<file path="src/sv/lpht_pkg.sv">
package lpht_pkg;

	localparam int SLOTS  = 32;
	localparam int SLOT_W = $clog2(SLOTS);
	localparam int KEY_W  = 32;
	localparam int VAL_W  = 32;

	localparam logic OP_INSERT = 1'b0;
	localparam logic OP_LOOKUP = 1'b1;

	typedef enum logic [1:0] {
		ST_IDLE,
		ST_READ,
		ST_CHECK
	} lpht_state_t;

	// Commands from the controller to the datapath.
	typedef struct packed {
		logic load;       // capture the incoming item and its home slot
		logic rd;         // read the entry at the current slot
		logic step;       // move to the next slot
		logic write;      // store the item at the current slot
		logic res_load;   // capture a result
		logic res_ok;     // success flag of that result
	} lpht_cmd_t;

	// Status from the datapath to the controller.
	typedef struct packed {
		logic is_lookup;
		logic occupied;
		logic key_match;
		logic last_probe;
	} lpht_stat_t;

endpackage

</file>
<file path="src/sv/lpht_datapath.sv">
module lpht_datapath (
	input  logic                     clk,
	input  logic                     arst_n,
	input  lpht_pkg::lpht_cmd_t      cmd,
	output lpht_pkg::lpht_stat_t     stat,
	input  logic                     operation,
	input  logic signed [31:0]       key,
	input  logic signed [31:0]       item_value,
	output logic                     success,
	output logic signed [31:0]       found_value
);

	logic [lpht_pkg::KEY_W-1:0]                  entry_key_mem [lpht_pkg::SLOTS];
	logic [lpht_pkg::VAL_W-1:0]                  entry_val_mem [lpht_pkg::SLOTS];
	logic [lpht_pkg::SLOTS-1:0]                  occ_q;
	logic                                        op_q;
	logic [lpht_pkg::KEY_W-1:0]                  key_q;
	logic [lpht_pkg::VAL_W-1:0]                  val_q;
	logic [lpht_pkg::SLOT_W-1:0]                 slot_q;
	logic [lpht_pkg::SLOT_W-1:0]                 probe_q;
	logic [lpht_pkg::KEY_W-1:0]                  rd_key_q;
	logic [lpht_pkg::VAL_W-1:0]                  rd_val_q;
	logic                                        success_q;
	logic [lpht_pkg::VAL_W-1:0]                  found_q;

	always_ff @(posedge clk) begin
		if (cmd.load) begin
			op_q  <= operation;
			key_q <= key;
			val_q <= item_value;
		end
	end

	always_ff @(posedge clk or negedge arst_n) begin
		if (!arst_n) begin
			slot_q  <= '0;
			probe_q <= '0;
		end else if (cmd.load) begin
			slot_q  <= key[lpht_pkg::SLOT_W-1:0];
			probe_q <= '0;
		end else if (cmd.step) begin
			slot_q  <= slot_q + 1'b1;
			probe_q <= probe_q + 1'b1;
		end
	end

	// Key and value store: one write port and one registered read port.
	always_ff @(posedge clk) begin
		if (cmd.write) begin
			entry_key_mem[slot_q] <= key_q;
			entry_val_mem[slot_q] <= val_q;
		end
		if (cmd.rd) begin
			rd_key_q <= entry_key_mem[slot_q];
			rd_val_q <= entry_val_mem[slot_q];
		end
	end

	always_ff @(posedge clk or negedge arst_n) begin
		if (!arst_n) begin
			occ_q <= '0;
		end else if (cmd.write) begin
			occ_q[slot_q] <= 1'b1;
		end
	end

	always_ff @(posedge clk) begin
		if (cmd.res_load) begin
			success_q <= cmd.res_ok;
			found_q   <= (cmd.res_ok && op_q == lpht_pkg::OP_LOOKUP) ? rd_val_q : '0;
		end
	end

	always_comb begin
		stat.is_lookup  = (op_q == lpht_pkg::OP_LOOKUP);
		stat.occupied   = occ_q[slot_q];
		stat.key_match  = (rd_key_q == key_q);
		stat.last_probe = (probe_q == lpht_pkg::SLOT_W'(lpht_pkg::SLOTS - 1));
	end

	assign success     = success_q;
	assign found_value = found_q;

endmodule

</file>
<file path="src/sv/lpht_ctrl.sv">
module lpht_ctrl (
	input  logic                  clk,
	input  logic                  arst_n,
	input  logic                  in_valid,
	output logic                  in_ready,
	output logic                  out_valid,
	input  logic                  out_ready,
	input  lpht_pkg::lpht_stat_t  stat,
	output lpht_pkg::lpht_cmd_t   cmd
);

	lpht_pkg::lpht_state_t state_q, state_d;
	logic                  out_valid_q;
	logic                  res_free;

	always_ff @(posedge clk or negedge arst_n) begin
		if (!arst_n) begin
			state_q     <= lpht_pkg::ST_IDLE;
			out_valid_q <= 1'b0;
		end else begin
			state_q <= state_d;
			if (cmd.res_load) begin
				out_valid_q <= 1'b1;
			end else if (out_ready) begin
				out_valid_q <= 1'b0;
			end
		end
	end

	assign res_free = !out_valid_q || out_ready;

	always_comb begin
		state_d  = state_q;
		cmd      = '0;
		in_ready = 1'b0;
		unique case (state_q)
			lpht_pkg::ST_IDLE: begin
				in_ready = 1'b1;
				if (in_valid) begin
					cmd.load = 1'b1;
					state_d  = lpht_pkg::ST_READ;
				end
			end
			lpht_pkg::ST_READ: begin
				cmd.rd  = 1'b1;
				state_d = lpht_pkg::ST_CHECK;
			end
			lpht_pkg::ST_CHECK: begin
				priority if (!stat.occupied) begin
					// A free slot ends both an insert and a lookup.
					if (res_free) begin
						cmd.res_load = 1'b1;
						cmd.res_ok   = !stat.is_lookup;
						cmd.write    = !stat.is_lookup;
						state_d      = lpht_pkg::ST_IDLE;
					end
				end else if (stat.is_lookup && stat.key_match) begin
					if (res_free) begin
						cmd.res_load = 1'b1;
						cmd.res_ok   = 1'b1;
						state_d      = lpht_pkg::ST_IDLE;
					end
				end else if (stat.last_probe) begin
					if (res_free) begin
						cmd.res_load = 1'b1;
						state_d      = lpht_pkg::ST_IDLE;
					end
				end else begin
					cmd.step = 1'b1;
					state_d  = lpht_pkg::ST_READ;
				end
			end
			default: begin
				state_d = lpht_pkg::ST_IDLE;
			end
		endcase
	end

	assign out_valid = out_valid_q;

endmodule

</file>
<file path="src/sv/linear_probe_hash_table_top.sv">
// From input beat to result, an item settled at its home slot takes one read and one check,
// plus a further read and check for every further slot probed, up to all 32 slots.
// Throughput: one item at a time, set by the single read port of the key/value store
// and the read-then-check probe loop.
// Reset (arst_n, asynchronous, active low) clears all occupied marks and the controller.
module linear_probe_hash_table_top (
	input  logic               clk,
	input  logic               arst_n,
	input  logic               in_valid,
	output logic               in_ready,
	input  logic               operation,
	input  logic signed [31:0] key,
	input  logic signed [31:0] item_value,
	output logic               out_valid,
	input  logic               out_ready,
	output logic               success,
	output logic signed [31:0] found_value
);

	// The controller walks the probe sequence: it accepts a beat when idle, then
	// alternates between reading the entry at the current slot and checking it.
	// A check ends the walk at a free slot (insert stores there, lookup misses),
	// at a matching key on a lookup, or after the last of the table's slots.
	// The result sits in its own register, so the walk only pauses when a
	// previous result has not yet been taken.
	lpht_pkg::lpht_cmd_t  cmd;
	lpht_pkg::lpht_stat_t stat;

	lpht_ctrl u_ctrl (
		.clk       (clk),
		.arst_n    (arst_n),
		.in_valid  (in_valid),
		.in_ready  (in_ready),
		.out_valid (out_valid),
		.out_ready (out_ready),
		.stat      (stat),
		.cmd       (cmd)
	);

	// The datapath holds the key/value store, the occupied marks, the slot and
	// probe counters, and the result register.
	lpht_datapath u_dp (
		.clk         (clk),
		.arst_n      (arst_n),
		.cmd         (cmd),
		.stat        (stat),
		.operation   (operation),
		.key         (key),
		.item_value  (item_value),
		.success     (success),
		.found_value (found_value)
	);

endmodule

</file>
<file path="config.mk">
export PLATFORM = sky130hd
export DESIGN_NAME = linear_probe_hash_table_top
export DESIGN_NICKNAME = d
export VERILOG_FILES = /design/src/sv/lpht_pkg.sv /design/src/sv/lpht_datapath.sv /design/src/sv/lpht_ctrl.sv /design/src/sv/linear_probe_hash_table_top.sv
export SDC_FILE = /design/constraint.sdc
export NUM_CORES = 2
export LEC_CHECK = 0
export ABC_CLOCK_PERIOD_IN_PS = 5600
export BUFFER_PORTS_ARGS = -buffer_cell sky130_fd_sc_hd__buf_2
export CORE_MARGIN = 2
export CORE_UTILIZATION = 48
export DETAILED_ROUTE_END_ITERATION = 12
export PLACE_DENSITY_LB_ADDON = 0.12
export SYNTH_ARGS = -nofsm -noshare
export SYNTH_HDL_FRONTEND = slang
export SYNTH_SLANG_ARGS = --single-unit
</file>
<file path="constraint.sdc">
create_clock -name clk -period 5.6 [get_ports clk]
set_clock_uncertainty 0.1 [all_clocks]
set_input_delay 0.56 -clock clk [delete_from_list [all_inputs] [get_ports clk]]
set_output_delay 0.56 -clock clk [all_outputs]
set_load 0.05 [all_outputs]
</file>
# Word-level counts from Yosys, hierarchy flattened

Memory sizes are Yosys's and may differ from the RTL's. A register that Yosys moved wholly into a read port is not among the register bits.
Cells that the tools add are included.

$add $sub $neg: 2
Order comparisons: 2
Eq/ne operators: 5
Muxes and demuxes: 34
Bitwise operators: 1
Reductions and logical operators: 9

Operator list:

| kind                | number |
|---|---|
| $eq 32x32->1        | 1 |
| $or 32x32->32       | 1 |
| $mux 5              | 4 |
| $mux 1              | 18 |
| $mux 2              | 7 |
| $add 5x1->5 const B | 2 |
| $lt 5x6->1 const B  | 1 |
| $pmux 2 s3          | 1 |
| $bmux 1 s5          | 1 |
| $demux 1 s5         | 1 |
| $eq 5x5->1 const B  | 1 |
| $ge 5x1->1 const B  | 1 |
| $mux 4              | 1 |
| $reduce_bool 2->1   | 2 |
| $logic_and 1x1->1   | 3 |
| $mux 3              | 1 |
| $eq 2x1->1 const B  | 1 |
| $eq 2x2->1 const B  | 1 |
| $logic_not 1->1     | 2 |
| $logic_not 2->1     | 1 |
| $ne 2x2->1 const B  | 1 |
| $logic_or 1x1->1    | 1 |

Flip-flop bits (word level): 143
Bits in writable memories: 2048
Input port bits: 69
Output and inout port bits: 35
Logic and storage cells: 65
Memories: 2

Memory list:

| name               | words | bits a word | rd ports | clocked after Yosys merged registers in | write ports | RTL line            | RTL |
|---|---|---|---|---|---|---|---|
| u_dp.entry_key_mem | 32    | 32          | 1        | 1                                       | 1           | lpht_datapath.sv:13 | `logic [lpht_pkg::KEY_W-1:0] entry_key_mem [lpht_pkg::SLOTS];` |
| u_dp.entry_val_mem | 32    | 32          | 1        | 1                                       | 1           | lpht_datapath.sv:14 | `logic [lpht_pkg::VAL_W-1:0] entry_val_mem [lpht_pkg::SLOTS];` |

# Longest topological paths before layout

Depth after elaboration: 9
Depth in mapped cells: 11
Depth with buffers taken out: 7

# By module

From an unflattened synthesis, not the netlist that was laid out.

Cells, all modules: 4480
Area total of the unflattened synthesis: 84811.3 µm²

By module, submodules not included:

| module        | times used | cells an instance | area an instance (µm²) |
|---|---|---|---|
| lpht_datapath | 1          | 4458              | 84609.9 |
| lpht_ctrl     | 1          | 22                | 201.4 |

# Worst setup path after synthesis

No wires, ideal clock.

Kind: reg-to-reg
From: reg u_dp.slot_q[0] (netlist bit)
To: mem u_dp.entry_key_mem[24][0] (netlist bit) (enable)
Library setup time: 0.486 ns
Data arrival time: 4.719 ns
Required time: 5.014 ns
Slack: 0.294 ns
Cell stages (with the launch flop): 8
Path buffers: 2
Period minus slack after synthesis: 5.306 ns
Path through: dfrtp_1 -> buf_6 -> mux4_2 -> a222oi_1 -> o21a_4 -> nand3_2 -> buf_2 -> nor2_1

Word-level cells in the longest chain between the ends: 6

RTL lines:

| item                         | RTL line            | RTL |
|---|---|---|
| start: declaration           | lpht_datapath.sv:19 | `logic [lpht_pkg::SLOT_W-1:0] slot_q;` |
| start signal: assignment     | lpht_datapath.sv:39 | `slot_q <= key[lpht_pkg::SLOT_W-1:0];` |
| start signal: assignment     | lpht_datapath.sv:42 | `slot_q <= slot_q + 1'b1;` |
| $bmux 1 s5                   | lpht_datapath.sv:76 | `stat.occupied = occ_q[slot_q];` |
| $mux 1 (not written as such) | lpht_datapath.sv:76 |  |
| $mux 1                       | lpht_ctrl.sv:49     | `priority if (!stat.occupied) begin` |
| $mux 4                       | lpht_ctrl.sv:36     | `unique case (state_q)` |
| $mux 1                       | lpht_datapath.sv:49 | `if (cmd.write) begin` |
| $mux 1 (not written as such) | lpht_datapath.sv:50 | `entry_key_mem[slot_q] <= key_q;` |
| end: declaration             | lpht_datapath.sv:13 |  |

Parallel ways exist; a longest one is shown, timed or not. The select of a mux whose other input is x is not followed.

# Final worst setup path

From: reg u_dp.slot_q[4] (netlist bit)
To: mem u_dp.entry_key_mem[11][5] (netlist bit) (enable)

Same word-level chain as after synthesis.

==> run summary <==
The flow ran to the end, and the final reports show no timing, DRC or antenna violations. The total detailed-routing wirelength came out at ~210 mm. The count of endpoints failing setup in the final report is 0.

The standby leakage power came out at around 30 nW. The worst IR drop on VDD came out at 0.4459 mV. The final cycle utilization of the critical path is 0.7817.

The routability congestion estimate is 0.8508. The count of cells resized by post-cts repair came out at 0. The number of hold violations in the final report is 0. STA classifies the critical path startpoint as a flip-flop.

Walking the worst path, the cells encountered are or3_1 -> o22ai_1 -> nor3_1 -> o21a_4 -> nand3_2 -> nor2_4 -> buf_4. The source-to-sink clock delay at the later pin of the worst-skew pair came out at 0.86 ns. The buffer cell driving the clock tree root is sky130_fd_sc_hd__clkbuf_16. Of all flip-flops after synthesis, the portion carrying an async set or reset was 0.01996. The DRC violation total after the first TritonRoute iteration came out at 4629. The top-level I/O count came out at 104. The first global-routing pass estimated 301.7 mm of wire. Dividing the detail-routed via count by the number of cells gives 6.157. The post-CTS setup buffer count is 0.

The number of buffer and inverter instances along the worst setup path is 1. The top cell types in the final layout, fill and taps aside, are sky130_fd_sc_hd__edfxtp_1 (2210), sky130_fd_sc_hd__mux4_2 (514), sky130_fd_sc_hd__a22oi_1 (253), sky130_fd_sc_hd__clkbuf_16 (224), sky130_fd_sc_hd__buf_4 (119). The number of search-and-repair iterations in the first detailed-routing pass is 5.

The die is 422.2 um tall. The initial antenna violation count came out at 3. STA classifies the critical path endpoint as a flip-flop.

The worst slew margin relative to its limit came out at 0.1653. The average size of a mapped cell is between 20 and 25 sq um. The count of nets after finishing came out at 3962. The overall track demand over capacity in global routing is 0.2383. Of the cells placed in the final design, the portion with a size suffix greater than 1 is 0.2799. The TritonCTS clock tree is yes. For this run, the register share of the synthesized area comes to 0.8039.

The cell area after synthesis is 83950 sq um. The count of unique library cells instantiated by Yosys came out at between 50 and 60. The starting density of the core came out at 0.4830. For the worst setup path, the data required time is 5.96 ns.

The synthesized instance count is 3536. The number of nets handed over by synthesis was 3611. The clock net sink count came out at 2255. The average wire length per cell after detail routing is 33.07 um. The remaining antenna violation count after routing is 0. In the routed design, unresolved DRC markers number 0. The number of placement rows is 153.

In this run the worst path has a maximum fanout of 38. The x dimension of the die came out at around 420 um. In this run the power density over the cells is 481.9 nW/um^2. The final-report max-slew violation count came out at 0. The critical path class is flip-flop to flip-flop. The number of buffer cells added on primary ports came out at 103. The routed layout has 39416 vias.

The total clock buffers created by CTS is 222. The synthesized design contains ~2300 register bits. The number of warning messages in the yosys log came out at 0. The worst hold-check path type is input port to flip-flop. The die covers approximately 180000 sq um. The aggregate global routing overflow came out at 0. The achievable clock frequency is 228.4 MHz. The post-route total power came out at 46.42 mW. Counting the fill cells in the layout gives 12885. The longest clock path from root to sink contains 3 buffers.

The region available for standard cell placement spans approximately 170000 sq um. Among cell families on the critical path, the largest total delay comes from simple AND/OR/NAND/NOR gates. The clock tree synthesis step divided the H-tree into 4 levels. The register clock-pin slew on the reported worst setup and hold paths is roughly 0.06 ns. The post-detailed-placement half-perimeter wirelength came out at roughly 120 mm. Among all flip-flop cells after synthesis, the most frequent one is sky130_fd_sc_hd__edfxtp_1. The total negative slack came out at 0 ns.

The via count of the first global-routing pass is about 41000. The layout-stage area growth over the synthesis result is 14.76%. The arrival time of data at the critical path endpoint is around 4.7 ns. The maximum cell stage delay along the critical path came out at ~0.85 ns. The worst setup slack before clock tree synthesis is 1.251 ns. The tool flagged a number of max-cap violations equal to 0.

The library cell used most frequently in the layout, excluding fill and tap cells, is sky130_fd_sc_hd__edfxtp_1. The slew of the pin with the lowest slew margin is ~1.3 ns. Setup repair after global routing left no endpoint under its margin. On the critical path, the stage with the largest delay is an instance of sky130_fd_sc_hd__dfrtp_1. The worst setup margin is 1.223 ns. The clock period minus final worst setup slack is 4.377 ns. The maximum number of pins on one net before global-route repair came out at approximately 150. The synthesized design contains 2210 enable-type register cells.
==> cells by family after synthesis <==
group,Yosys count,share of synthesized area
compound gates,320,0.02851
flops,2255,0.8039
buf+inv,194,0.009703
fa+ha+maj,6,0.0008942
xor+xnor,32,0.003339
simple gates,198,0.01370
mux,531,0.1399
==> tightest hold or removal path, stage by stage <==
cell                      delay (ns)
sky130_fd_sc_hd__buf_2          0.08
sky130_fd_sc_hd__nor2b_1        0.14
sky130_fd_sc_hd__a21o_1         0.20
==> flip-flops by register name, summed over array words and instances (netlist names), 32 cells and up <==
register and cells:
u_dp.entry_key_mem 1024, u_dp.entry_val_mem 1024, u_dp.occ_q 32, u_dp.key_q 32, u_dp.val_q 32, u_dp.rd_key_q 32, u_dp.rd_val_q 32, u_dp.found_value 32
==> Yosys cell counts (all sizes together), types with 17 or more instances <==
cell type	instances	area, sq um
xor2	31	271.5
a22oi	253	1899
buf	112	504.2
clkbuf	78	295.3
mux2i	17	170.2
o21bai	32	240.2
nand4	64	400.4
and2	33	206.5
dfrtp	45	1126
mux4	514	11580
edfxtp	2210	66360
nor2	40	150.1
==> routing by layer <==
metal / vias to the layer above / track usage / share of wire
met1: 21527 / 0.3310 / 0.41
met4: 2 / 0.07958 / 0.033
met2: 1562 / 0.3908 / 0.50
met3: 320 / 0.03567 / 0.061
li1: 16005 / - / -
met5: - / 0 / 0.000061
==> cell type report <==
class	count	area, sq um	area share
well taps	2325	2909	0.03020
flip-flops and latches	2255	67500	0.7006
clock inverters	151	1582	0.01642
multi-input cells	1087	15940	0.1654
inverters	4	17.52	0.0001818
repair buffers	317	2650	0.02751
clock buffers	262	5748	0.05966
diodes	1	2.502	0.00002597
==> final timing paths <==
check	startpoint	end	slack [ns]	depth (start not counted)
max	u_dp.slot_q[4]	u_dp.entry_key_mem[11][5]	1.22	7
min	out_ready	u_ctrl.out_valid	0.09	3
max reg2reg	u_dp.slot_q[4]	u_dp.entry_key_mem[11][5]	1.22	7
min reg2reg	u_dp.occ_q[8]	u_dp.occ_q[8]	0.38	1
max in group asynchronous	arst_n	u_dp.slot_q[0]	4.13	2
min in group asynchronous	arst_n	u_dp.occ_q[21]	0.49	2
==> power by group <==
part | internal (mW) | switching [mW] | total [mW]
combinational | 4.31 | 6.43 | 10.7
clock | 8.57 | 6.34 | 14.9
sequential | 20.1 | 0.678 | 20.8
total | 33.0 | 13.4 | 46.4
==> metrics by stage <==
stage	instance area, sq um	utilization	instances	hold slack [ns]
2_1_floorplan	83950	-	3536	0.1644
3_3_place_gp	88350	0.5083	5922	0.3556
3_5_place_dp	88350	0.5083	5922	0.3617
4_1_cts	96340	0.5542	6401	0.04832
5_1_grt	96340	0.5542	6401	0.05592
6_report	96340	0.5543	6402	0.08855
==> what timing repair did <==
item / CTS / global route
setup endpoints to repair: 0 / 0
endpoints found under the hold margin: 112 / 0
hold buffers: 66 / 0
(Power assumes the default switching activity.)
